<file path="config.mk">
export PLATFORM = sky130hd
export DESIGN_NAME = vlc_typed_field_decoder
export DESIGN_NICKNAME = d
export VERILOG_FILES = /design/src/rtl/vtfd_pkg.sv /design/src/rtl/vtfd_check.sv /design/src/rtl/vtfd_step.sv /design/src/rtl/vlc_typed_field_decoder.sv
export SDC_FILE = /design/constraint.sdc
export NUM_CORES = 1
export LEC_CHECK = 0
export BUFFER_PORTS_ARGS = -buffer_cell sky130_fd_sc_hd__buf_4
export CAP_MARGIN = 20
export CORE_ASPECT_RATIO = 1.2
export CORE_MARGIN = 2
export CORE_UTILIZATION = 45
export DETAILED_ROUTE_END_ITERATION = 10
export PLACE_DENSITY = 0.64
export SYNTH_ARGS = -nofsm -noshare
export SYNTH_HDL_FRONTEND = slang
export SYNTH_SLANG_ARGS = --single-unit
</file>
<file path="constraint.sdc">
create_clock -name clk -period 8.8 [get_ports clk]
set_clock_uncertainty 0.15 [all_clocks]
set_input_delay 1.76 -clock clk [delete_from_list [all_inputs] [get_ports clk]]
set_output_delay 1.76 -clock clk [all_outputs]
set_load 0.03 [all_outputs]
</file>
<file path="src/rtl/vtfd_pkg.sv">
// Types, codes and constants shared by the typed field decoder modules.
package vtfd_pkg;

	localparam logic [7:0] NULL_MARKER = 8'hC0;
	localparam logic [5:0] MAX_HDR_LEN = 6'd8;

	typedef enum logic [3:0] {
		CMD_U8       = 4'd0,
		CMD_U16      = 4'd1,
		CMD_U32      = 4'd2,
		CMD_U64      = 4'd3,
		CMD_I8       = 4'd4,
		CMD_I16      = 4'd5,
		CMD_I32      = 4'd6,
		CMD_I64      = 4'd7,
		CMD_BOOL     = 4'd8,
		CMD_PRESENCE = 4'd9
	} cmd_t;

	typedef enum logic [2:0] {
		ST_OK        = 3'd0,
		ST_RANGE     = 3'd1,
		ST_BAD_BOOL  = 3'd2,
		ST_BAD_PRES  = 3'd3,
		ST_BAD_LEN   = 3'd4,
		ST_TRUNCATED = 3'd5
	} status_t;

	typedef struct packed {
		logic [7:0] data_byte;
		logic [3:0] command;
		logic       end_of_buffer;
	} in_beat_t;

	typedef struct packed {
		logic [63:0] value;
		logic        is_null;
		logic [3:0]  byte_count;
		logic [2:0]  status;
	} out_beat_t;

	typedef struct packed {
		logic      emit;
		out_beat_t beat;
	} step_res_t;

endpackage

</file>
<file path="src/rtl/vtfd_check.sv">
// Range and rule check of a decoded value against its target type.
module vtfd_check (
	input  logic [3:0]       field_type,
	input  logic [63:0]      value,
	output vtfd_pkg::status_t status
);
	import vtfd_pkg::*;

	always_comb begin
		status = ST_OK;
		case (field_type)
			CMD_U8: begin
				if (|value[63:8]) status = ST_RANGE;
			end
			CMD_U16: begin
				if (|value[63:16]) status = ST_RANGE;
			end
			CMD_U32: begin
				if (|value[63:32]) status = ST_RANGE;
			end
			CMD_I8: begin
				if (!((&value[63:7]) || !(|value[63:7]))) status = ST_RANGE;
			end
			CMD_I16: begin
				if (!((&value[63:15]) || !(|value[63:15]))) status = ST_RANGE;
			end
			CMD_I32: begin
				if (!((&value[63:31]) || !(|value[63:31]))) status = ST_RANGE;
			end
			CMD_BOOL: begin
				if (|value[63:8]) status = ST_RANGE;
				else if (|value[7:1]) status = ST_BAD_BOOL;
			end
			CMD_PRESENCE: begin
				if (value != 64'd1) status = ST_BAD_PRES;
			end
			default: status = ST_OK;
		endcase
	end

endmodule

</file>
<file path="src/rtl/vtfd_step.sv">
// Field state registers and the per-beat decode step.
module vtfd_step (
	input  logic                clk,
	input  logic                arst_n,
	input  vtfd_pkg::in_beat_t  beat,
	input  logic                advance,
	output vtfd_pkg::step_res_t res
);
	import vtfd_pkg::*;

	logic        in_field_q, in_field_n;
	logic [3:0]  bytes_left_q, bytes_left_n;
	logic [3:0]  bytes_seen_q, bytes_seen_n;
	logic        two_byte_q, two_byte_n;
	logic [63:0] acc_q, acc_n;
	logic [5:0]  hdr_low_q, hdr_low_n;
	logic [3:0]  field_type_q, field_type_n;

	logic        chk_en;
	logic [63:0] chk_val;
	logic [3:0]  chk_cnt;
	status_t     chk_status;
	logic        is_signed;
	logic [2:0]  idx;
	logic [3:0]  hdr_cnt;
	logic        sgn;

	assign field_type_n = in_field_q ? field_type_q : beat.command;
	assign is_signed = (field_type_n == CMD_I8) || (field_type_n == CMD_I16) ||
		(field_type_n == CMD_I32) || (field_type_n == CMD_I64);
	assign hdr_cnt = hdr_low_q[3:0];

	vtfd_check u_check (
		.field_type(field_type_n),
		.value     (chk_val),
		.status    (chk_status)
	);

	always_comb begin
		in_field_n   = in_field_q;
		bytes_left_n = bytes_left_q;
		bytes_seen_n = bytes_seen_q;
		two_byte_n   = two_byte_q;
		acc_n        = acc_q;
		hdr_low_n    = hdr_low_q;
		chk_en       = 1'b0;
		chk_val      = '0;
		chk_cnt      = '0;
		idx          = '0;
		sgn          = 1'b0;
		res          = '0;
		if (!in_field_q) begin
			hdr_low_n    = beat.data_byte[5:0];
			bytes_seen_n = 4'd1;
			if (!beat.data_byte[7]) begin
				chk_en  = 1'b1;
				chk_cnt = 4'd1;
				chk_val = {{57{is_signed & beat.data_byte[6]}}, beat.data_byte[6:0]};
			end else if (!beat.data_byte[6]) begin
				if (beat.end_of_buffer) begin
					res.emit            = 1'b1;
					res.beat.byte_count = 4'd1;
					res.beat.status     = ST_TRUNCATED;
				end else begin
					in_field_n   = 1'b1;
					two_byte_n   = 1'b1;
					bytes_left_n = 4'd1;
				end
			end else if (beat.data_byte == NULL_MARKER) begin
				res.emit            = 1'b1;
				res.beat.is_null    = 1'b1;
				res.beat.byte_count = 4'd1;
				res.beat.status     = ST_OK;
			end else if (beat.data_byte[5:0] > MAX_HDR_LEN) begin
				res.emit            = 1'b1;
				res.beat.byte_count = 4'd1;
				res.beat.status     = ST_BAD_LEN;
			end else if (beat.end_of_buffer) begin
				res.emit            = 1'b1;
				res.beat.byte_count = 4'd1;
				res.beat.status     = ST_TRUNCATED;
			end else begin
				in_field_n   = 1'b1;
				two_byte_n   = 1'b0;
				bytes_left_n = beat.data_byte[3:0];
				acc_n        = '0;
			end
		end else begin
			bytes_seen_n = bytes_seen_q + 4'd1;
			if (two_byte_q) begin
				chk_en  = 1'b1;
				chk_cnt = 4'd2;
				chk_val = {{50{is_signed & beat.data_byte[7]}}, beat.data_byte, hdr_low_q};
			end else begin
				idx = 3'(bytes_seen_n - 4'd2);
				for (int k = 0; k < 8; k++) begin
					if (idx == 3'(k)) acc_n[8*k +: 8] = acc_q[8*k +: 8] | beat.data_byte;
				end
				bytes_left_n = bytes_left_q - 4'd1;
				if (bytes_left_n == 4'd0) begin
					for (int k = 0; k < 8; k++) begin
						if (hdr_cnt == 4'(k + 1)) sgn = acc_n[8*k + 7];
					end
					chk_val = acc_n;
					for (int k = 0; k < 8; k++) begin
						if (4'(k) >= hdr_cnt && is_signed && sgn) chk_val[8*k +: 8] = 8'hFF;
					end
					chk_en  = 1'b1;
					chk_cnt = hdr_cnt + 4'd1;
				end else if (beat.end_of_buffer) begin
					res.emit            = 1'b1;
					res.beat.byte_count = bytes_seen_n;
					res.beat.status     = ST_TRUNCATED;
				end
			end
		end
		if (chk_en) begin
			res.emit            = 1'b1;
			res.beat.value      = chk_val;
			res.beat.byte_count = chk_cnt;
			res.beat.status     = chk_status;
		end
		if (res.emit) begin
			in_field_n   = 1'b0;
			bytes_left_n = '0;
			two_byte_n   = 1'b0;
		end
	end

	always_ff @(posedge clk or negedge arst_n) begin
		if (!arst_n) begin
			in_field_q   <= 1'b0;
			bytes_left_q <= '0;
			bytes_seen_q <= '0;
			two_byte_q   <= 1'b0;
			acc_q        <= '0;
			hdr_low_q    <= '0;
			field_type_q <= '0;
		end else if (advance) begin
			in_field_q   <= in_field_n;
			bytes_left_q <= bytes_left_n;
			bytes_seen_q <= bytes_seen_n;
			two_byte_q   <= two_byte_n;
			acc_q        <= acc_n;
			hdr_low_q    <= hdr_low_n;
			field_type_q <= field_type_n;
		end
	end

endmodule

</file>
<file path="src/rtl/vlc_typed_field_decoder.sv">
// Top level of the typed variable-length field decoder.
// A completing beat is held in the input register, its result in the result register.
// Throughput: one byte beat per cycle while no finished beat is blocked; the
// input and result registers let a new beat enter while a finished result waits.
// Reset: arst_n clears the field state and both valid flags; the decoder
// then waits for a field header.
module vlc_typed_field_decoder (
	input  logic                clk,
	input  logic                arst_n,
	input  logic                byte_valid,
	output logic                byte_ready,
	input  vtfd_pkg::in_beat_t  byte_beat,
	output logic                field_valid,
	input  logic                field_ready,
	output vtfd_pkg::out_beat_t field_beat
);
	import vtfd_pkg::*;

	logic      valid_s1;
	in_beat_t  beat_s1;
	logic      valid_s2;
	out_beat_t beat_s2;
	step_res_t res;
	logic      out_free;
	logic      advance;

	assign out_free   = !valid_s2 || field_ready;
	assign advance    = valid_s1 && (!res.emit || out_free);
	assign byte_ready = !valid_s1 || advance;

	vtfd_step u_step (
		.clk    (clk),
		.arst_n (arst_n),
		.beat   (beat_s1),
		.advance(advance),
		.res    (res)
	);

	always_ff @(posedge clk or negedge arst_n) begin
		if (!arst_n) begin
			valid_s1 <= 1'b0;
		end else if (byte_ready) begin
			valid_s1 <= byte_valid;
		end
	end

	always_ff @(posedge clk) begin
		if (byte_valid && byte_ready) beat_s1 <= byte_beat;
	end

	always_ff @(posedge clk or negedge arst_n) begin
		if (!arst_n) begin
			valid_s2 <= 1'b0;
		end else if (advance && res.emit) begin
			valid_s2 <= 1'b1;
		end else if (field_ready) begin
			valid_s2 <= 1'b0;
		end
	end

	always_ff @(posedge clk) begin
		if (advance && res.emit) beat_s2 <= res.beat;
	end

	assign field_valid = valid_s2;
	assign field_beat  = beat_s2;

	a_hold_when_blocked: assert property (@(posedge clk) disable iff (!arst_n)
		valid_s1 && res.emit && !out_free |-> !byte_ready)
		else $error("input taken while result path blocked");

	a_null_clean: assert property (@(posedge clk) disable iff (!arst_n)
		field_valid && field_beat.is_null |->
		field_beat.status == ST_OK && field_beat.value == 64'd0 && field_beat.byte_count == 4'd1)
		else $error("null result malformed");

	a_trunc_clean: assert property (@(posedge clk) disable iff (!arst_n)
		field_valid && (field_beat.status == ST_TRUNCATED || field_beat.status == ST_BAD_LEN) |->
		field_beat.value == 64'd0 && !field_beat.is_null)
		else $error("error result carries data");

	a_count_nonzero: assert property (@(posedge clk) disable iff (!arst_n)
		field_valid |-> field_beat.byte_count != 4'd0 && field_beat.byte_count <= 4'd9)
		else $error("byte count out of range");

	a_emit_loads: assert property (@(posedge clk) disable iff (!arst_n)
		advance && res.emit |=> field_valid)
		else $error("emitted result lost");

endmodule
</file>
Word level (Yosys, flattened, before mapping)
Cells that the tools add are included.
- logic and storage cells: 242
- output and inout bits: 74
- register bits after elaboration: 171
- input port bits: 17
- magnitude comparators: 9
- eq/ne operators: 39
- bitwise operators: 13
- add/sub/neg operators: 4
- reductions and logical operators: 57
- mux-type cells: 104
- operators by type and width (kind ; number):
    $mux 64 ; 11
    $mux 8 ; 16
    $mux 65 ; 1
    $ne 64x1->1 const B ; 1
    $or 8x8->8 ; 8
    $mux 7 ; 9
    $mux 4 ; 15
    $reduce_and 57->1 ; 1
    $reduce_or 57->1 ; 1
    $reduce_or 56->1 ; 1
    $reduce_and 49->1 ; 1
    $reduce_or 49->1 ; 1
    $mux 1 ; 48
    $reduce_or 48->1 ; 1
    $reduce_and 33->1 ; 1
    $reduce_or 33->1 ; 1
    $eq 4x3->1 const B ; 8
    $reduce_or 32->1 ; 1
    $pmux 3 s8 ; 1
    $reduce_and 7->1 ; 3
    $logic_and 1x1->1 ; 19
    $ge 3x4->1 const A ; 4
    $eq 3x3->1 const B ; 4
    $eq 4x2->1 const B ; 3
    other kinds (30) ; 66

Logic depth before layout (Yosys ltp)
- depth after elaboration: 26
- gate-level depth with buffers: 14
- gate-level depth less buffers: 12

Modules after synthesis
From an unflattened synthesis, not the netlist that was laid out.
- cell total of the unflattened synthesis: 875
- area total of the unflattened synthesis: 8864.8 um^2
- by module, submodules not included (module ; instances ; cells an instance ; area each (um^2) ; seq. area each (um^2)):
    vtfd_step ; 1 ; 708 ; 5763.0 ; 2102.0
    vlc_typed_field_decoder ; 1 ; 95 ; 2658.8 ; 2602.5
    vtfd_check ; 1 ; 72 ; 442.9 ; 0.0

Worst setup path after synthesis
No wires, ideal clock.
- kind: input port to flip-flop
- from: input port field_ready
- to: register beat_s2 (netlist bit field_beat[0]) (enable)
- setup slack: 2.855 ns
- required time: 8.146 ns
- data arrival time: 5.291 ns
- setup time: 0.504 ns
- path buffers: 1
- cell stages on the path: 4
- path through: nand2b_1 o21ai_1 clkbuf_1 nor2_1
- longest elaborated chain between the ends: 4
- ends and longest elaborated chain (element ; line ; RTL):
    from (decl) ; vlc_typed_field_decoder.sv:14 ; input logic field_ready,
    $logic_or 1x1->1 ; vlc_typed_field_decoder.sv:27 ; assign out_free = !valid_s2 || field_ready;
    $logic_or 1x1->1 ; vlc_typed_field_decoder.sv:28 ; assign advance = valid_s1 && (!res.emit || out_free);
    $logic_and 1x1->1 ; vlc_typed_field_decoder.sv:28 ;
    $logic_and 1x1->1 ; vlc_typed_field_decoder.sv:62 ; if (advance && res.emit) beat_s2 <= res.beat;
    to (signal assigned) ; vlc_typed_field_decoder.sv:62 ;
    to (decl) ; vlc_typed_field_decoder.sv:22 ; out_beat_t beat_s2;
No other way between the ends.
A chain may end at the register's enable or synchronous reset.

Worst setup path after layout
- from: register u_step.bytes_left_q[0]
- to: output port byte_ready
- longest elaborated chain between the ends: 10
- elaborated cells between the ends (all ways): 13
- ends and longest elaborated chain (element ; line ; RTL):
    from (decl) ; vtfd_step.sv:12 ; logic [3:0] bytes_left_q, bytes_left_n;
    from (signal assigned) ; vtfd_step.sv:141 ; bytes_left_q <= bytes_left_n;
    $sub 4x1->4 (*) ; vtfd_step.sv:99 ; bytes_left_n = bytes_left_q - 4'd1;
    $logic_not 4->1 (*) ; vtfd_step.sv:100 ; if (bytes_left_n == 4'd0) begin
    $mux 1 ; vtfd_step.sv:100 ;
    $mux 1 ; vtfd_step.sv:90 ; if (two_byte_q) begin
    $mux 1 ; vtfd_step.sv:52 ; if (!in_field_q) begin
    $mux 65 (*) ; vtfd_step.sv:117 ; if (chk_en) begin
    $logic_not 1->1 (*) ; vlc_typed_field_decoder.sv:28 ;
    $logic_or 1x1->1 (*) ; vlc_typed_field_decoder.sv:28 ;
    $logic_and 1x1->1 (*) ; vlc_typed_field_decoder.sv:28 ;
    $logic_or 1x1->1 (*) ; vlc_typed_field_decoder.sv:29 ; assign byte_ready = !valid_s1 || advance;
    to (decl) ; vlc_typed_field_decoder.sv:11 ; output logic byte_ready,
Mark *: on every way between the ends. The rest lies on a longest branch, timed or not.

==> qor.csv <==
stage,metric,value,unit
clock_network,htree_levels,4,
routing,drt-initial-drc-count,854,
critical_path,cp_max_fo,12,
final_layout,drive_gt1_share,17.7,%
sta,rsz0062_at_grt,false,
placement,place_inst,1203,
grt,track_usage,23.6,%
power_and_ir_drop,clkPwrFrac,24.6,%
critical_path,worstPathRequired,6890,ps
clock_network,cts_root_buffer,clkbuf_16,
power_and_ir_drop,pwr-share-comb,38.4,%
status,outcome,finished clean,
yosys,synth_edf_count,85,
sta,maxSlewHeadroom,40.0,%
routing,wl_per_cell,19.6,µm
die,pin_count,91,
power_and_ir_drop,switching_share,38.8,%
sta,min_period_over_period,55.4,%
final_layout,seq_area,4700,µm²
final_layout,n_antenna_cell,0,
routing,vias,7371,
placement,place.port_buffers,90,
grt,grt_max_degree,63,
yosys,synthCells,906,
grt,gr-total-overflow,0,
yosys,synthDominantCellAreaShare,28.9,%
die,die_area,20800,µm²
yosys,ys.warnings.count,0,
power_and_ir_drop,power.net_switching,1.20,mW
final_layout,instances_no_fill,1235,
yosys,syn_area,8840,µm²
routing,postRouteAntennaNets,0,
yosys,synthTopCellsByCount,"a21oi_1, nor2_1, dfrtp_1",
yosys,netlist.top_cell.by_area,edfxtp_1,
critical_path,startpoint_type,flip-flop,
yosys,ys_async_sr_fraction,50.3,%
final_layout,nNetsFinal,988,
clock_network,cts_setup_buffers,0,
sta,fmax,0.205,GHz
routing,drcViolationCount,0,
final_layout,fin_util,53.0,%
sta,worst_slew_pin_slew,898,ps
final_layout,area_growth,16.4,%
yosys,seq_area_frac_synth,53.2,%
yosys,synth-seq-cells,171,
clock_network,cts_buffer_depth,2,
sta,tns,0,ps
routing,drt_pass1_iterations,5,
sta,slew_violations,0,
placement,placed_area,9710,µm²
clock_network,hold_buffers,0,
placement,place_hpwl,16.1,mm
clock_network,cts.sinks,171,
die,rows,56,
power_and_ir_drop,power_frac_seq,37.0,%
sta,hold_viol,0,
routing,viasPerCell,5.97,
clock_network,post_cts_resize_count,0,
run,drv_cap,0,
routing,drt_wl_total,24.2,mm
yosys,yosysMostFrequentCell,a21oi_1,
critical_path,crit_type,flip-flop to output pin,
grt,first_global_vias,6879,
yosys,ys.flop_type,dfrtp_1,
yosys,synth_cell_types,72,
yosys,syn_nets,932,
placement,gp_congestion,0.932,
yosys,synth_area_leaders,"edfxtp_1, dfrtp_1, a21oi_1, nor2_1, o21ai_0",
die,die_h,158,µm
critical_path,crit_arrival,2960,ps
clock_network,cts_tree,built,
final_layout,stdcell_area,10300,µm²
die,start_util,45.6,%
die,die_w,132,µm
yosys,avgSynthCellArea,9.76,µm²
final_layout,multi_input_area,3820,µm²
power_and_ir_drop,power.density,299,nW/µm²
grt,grt_antenna_before_repair,0,
grt,grt_pass1_wl,38.0,mm
power_and_ir_drop,internal_power,1.88,mW
power_and_ir_drop,ir_drop,0.173,mV
clock_network,clk_pin_slew,60,ps
sta,min_period,4870,ps
die,core_area,19400,µm²
min_path,hold_path_class,flip-flop to flip-flop,
clock_network,insertion_delay,440,ps
final_layout,fill_cells,1764,
sta,setup_viol,0,
critical_path,end_kind,output pin,
power_and_ir_drop,leakagePower,4.27,nW
clock_network,cts_made_buffers,17,
metrics by stage:
step,hold slack (ps),setup WS [ps],power (mW)
6_report,349,3930,3.08
3_3_place_gp,329,4430,2.32
4_1_cts,350,3920,3.08
2_1_floorplan,313,2850,1.98
5_1_grt,366,3620,3.24
3_5_place_dp,335,4290,2.32
final cells by class:
cell class | count | area share, %
inverters | 9 | 0.328
repair buffers | 110 | 8.00
multi-input cells | 653 | 37.1
flip-flops and latches | 171 | 45.7
clock buffers | 24 | 4.49
well taps | 261 | 3.17
clock inverters | 7 | 1.14
cells in the final DEF (no fill, tap or decap), types with 5 or more instances in the layout:
master,n
a21oi_1,113
buf_4,109
nor2_1,107
dfrtp_1,86
edfxtp_1,85
nand2_1,78
o21ai_0,69
a31oi_1,31
and2_1,23
nor2b_1,21
clkbuf_16,17
a21o_1,12
nor3_1,12
mux2_2,12
nand3_1,11
nor4_1,10
inv_1,9
ha_1,9
a211oi_1,8
nand4_1,8
or4_1,8
nand2b_1,7
a31o_2,6
o211ai_1,6
a221oi_1,6
and2b_1,6
clkbuf_1,6
xnor2_1,5
o31ai_1,5
a22o_1,5
a22oi_1,5
power groups by stage:
stage	registers, mW	logic, mW	clock network (mW)
2_1_floorplan	1.24	0.739	0
3_3_place_gp	1.15	1.17	0
3_5_place_dp	1.15	1.17	0
4_1_cts	1.14	1.18	0.767
5_1_grt	1.16	1.29	0.800
6_report	1.14	1.18	0.758
kinds of logic (layout without fill, tap and decap cells):
kind of cell | after synthesis | after routing | synth area share (%)
and+or+nand+nor | 318 | 318 | 17.6
AOI/OAI and AO/OA | 299 | 299 | 20.8
DFF | 171 | 171 | 53.2
buffers and inverters | 82 | 150 | 3.69
muxes | 16 | 16 | 1.98
xor gates and xnor gates | 11 | 11 | 1.44
adders and majority gates | 9 | 9 | 1.27
routing by layer:
layer / share of wire (%) / GRT usage, % / routed length, µm / up-vias
li1: - / - / - / 3439
met2: 46 / 37.2 / 11100 / 344
met3: 7.2 / 5.06 / 1740 / 61
met1: 44 / 31.3 / 10500 / 3527
met4: 3.2 / 11.0 / 779 / 0
met5: 0 / 0 / 0 / -
critical path: stages (launching register included):
cell and delay [ps]:
dfrtp_1 420, inv_1 80, ha_1 240, and3b_1 190, a31oi_1 200, nand2b_1 410
a22oi_1 190, nor2_1 420, nor2_1 100, nand2_1 110, buf_4 170
flip-flops by register name (all words and copies together), names as in the netlist:
signal	flops
field_beat	72
u_step.acc_q	64
beat_s1	13
u_step.hdr_low_q	6
u_step.bytes_left_q	4
u_step.bytes_seen_q	4
u_step.field_type_q	4
field_valid	1
u_step.in_field_q	1
u_step.two_byte_q	1
valid_s1	1
path summary, 6_finish.rpt:
check / from / to / slack, ps / cells past startpoint
setup / recovery: u_step.bytes_left_q[0]$_DFFE_PN0P_ / byte_ready / 3930 / 10
hold reg to reg: u_step.acc_q[48]$_DFFE_PN0P_ / u_step.acc_q[48]$_DFFE_PN0P_ / 350 / 2
hold / removal: u_step.acc_q[48]$_DFFE_PN0P_ / u_step.acc_q[48]$_DFFE_PN0P_ / 350 / 2
min in group asynchronous: arst_n / u_step.field_type_q[2]$_DFFE_PN0P_ / 1130 / 1
max in group asynchronous: arst_n / u_step.acc_q[41]$_DFFE_PN0P_ / 6290 / 2
setup reg to reg: u_step.bytes_seen_q[0]$_DFFE_PN0P_ / field_beat[0]$_DFFE_PP_ / 4210 / 12
Note: power is estimated with default switching activity, not from simulation.
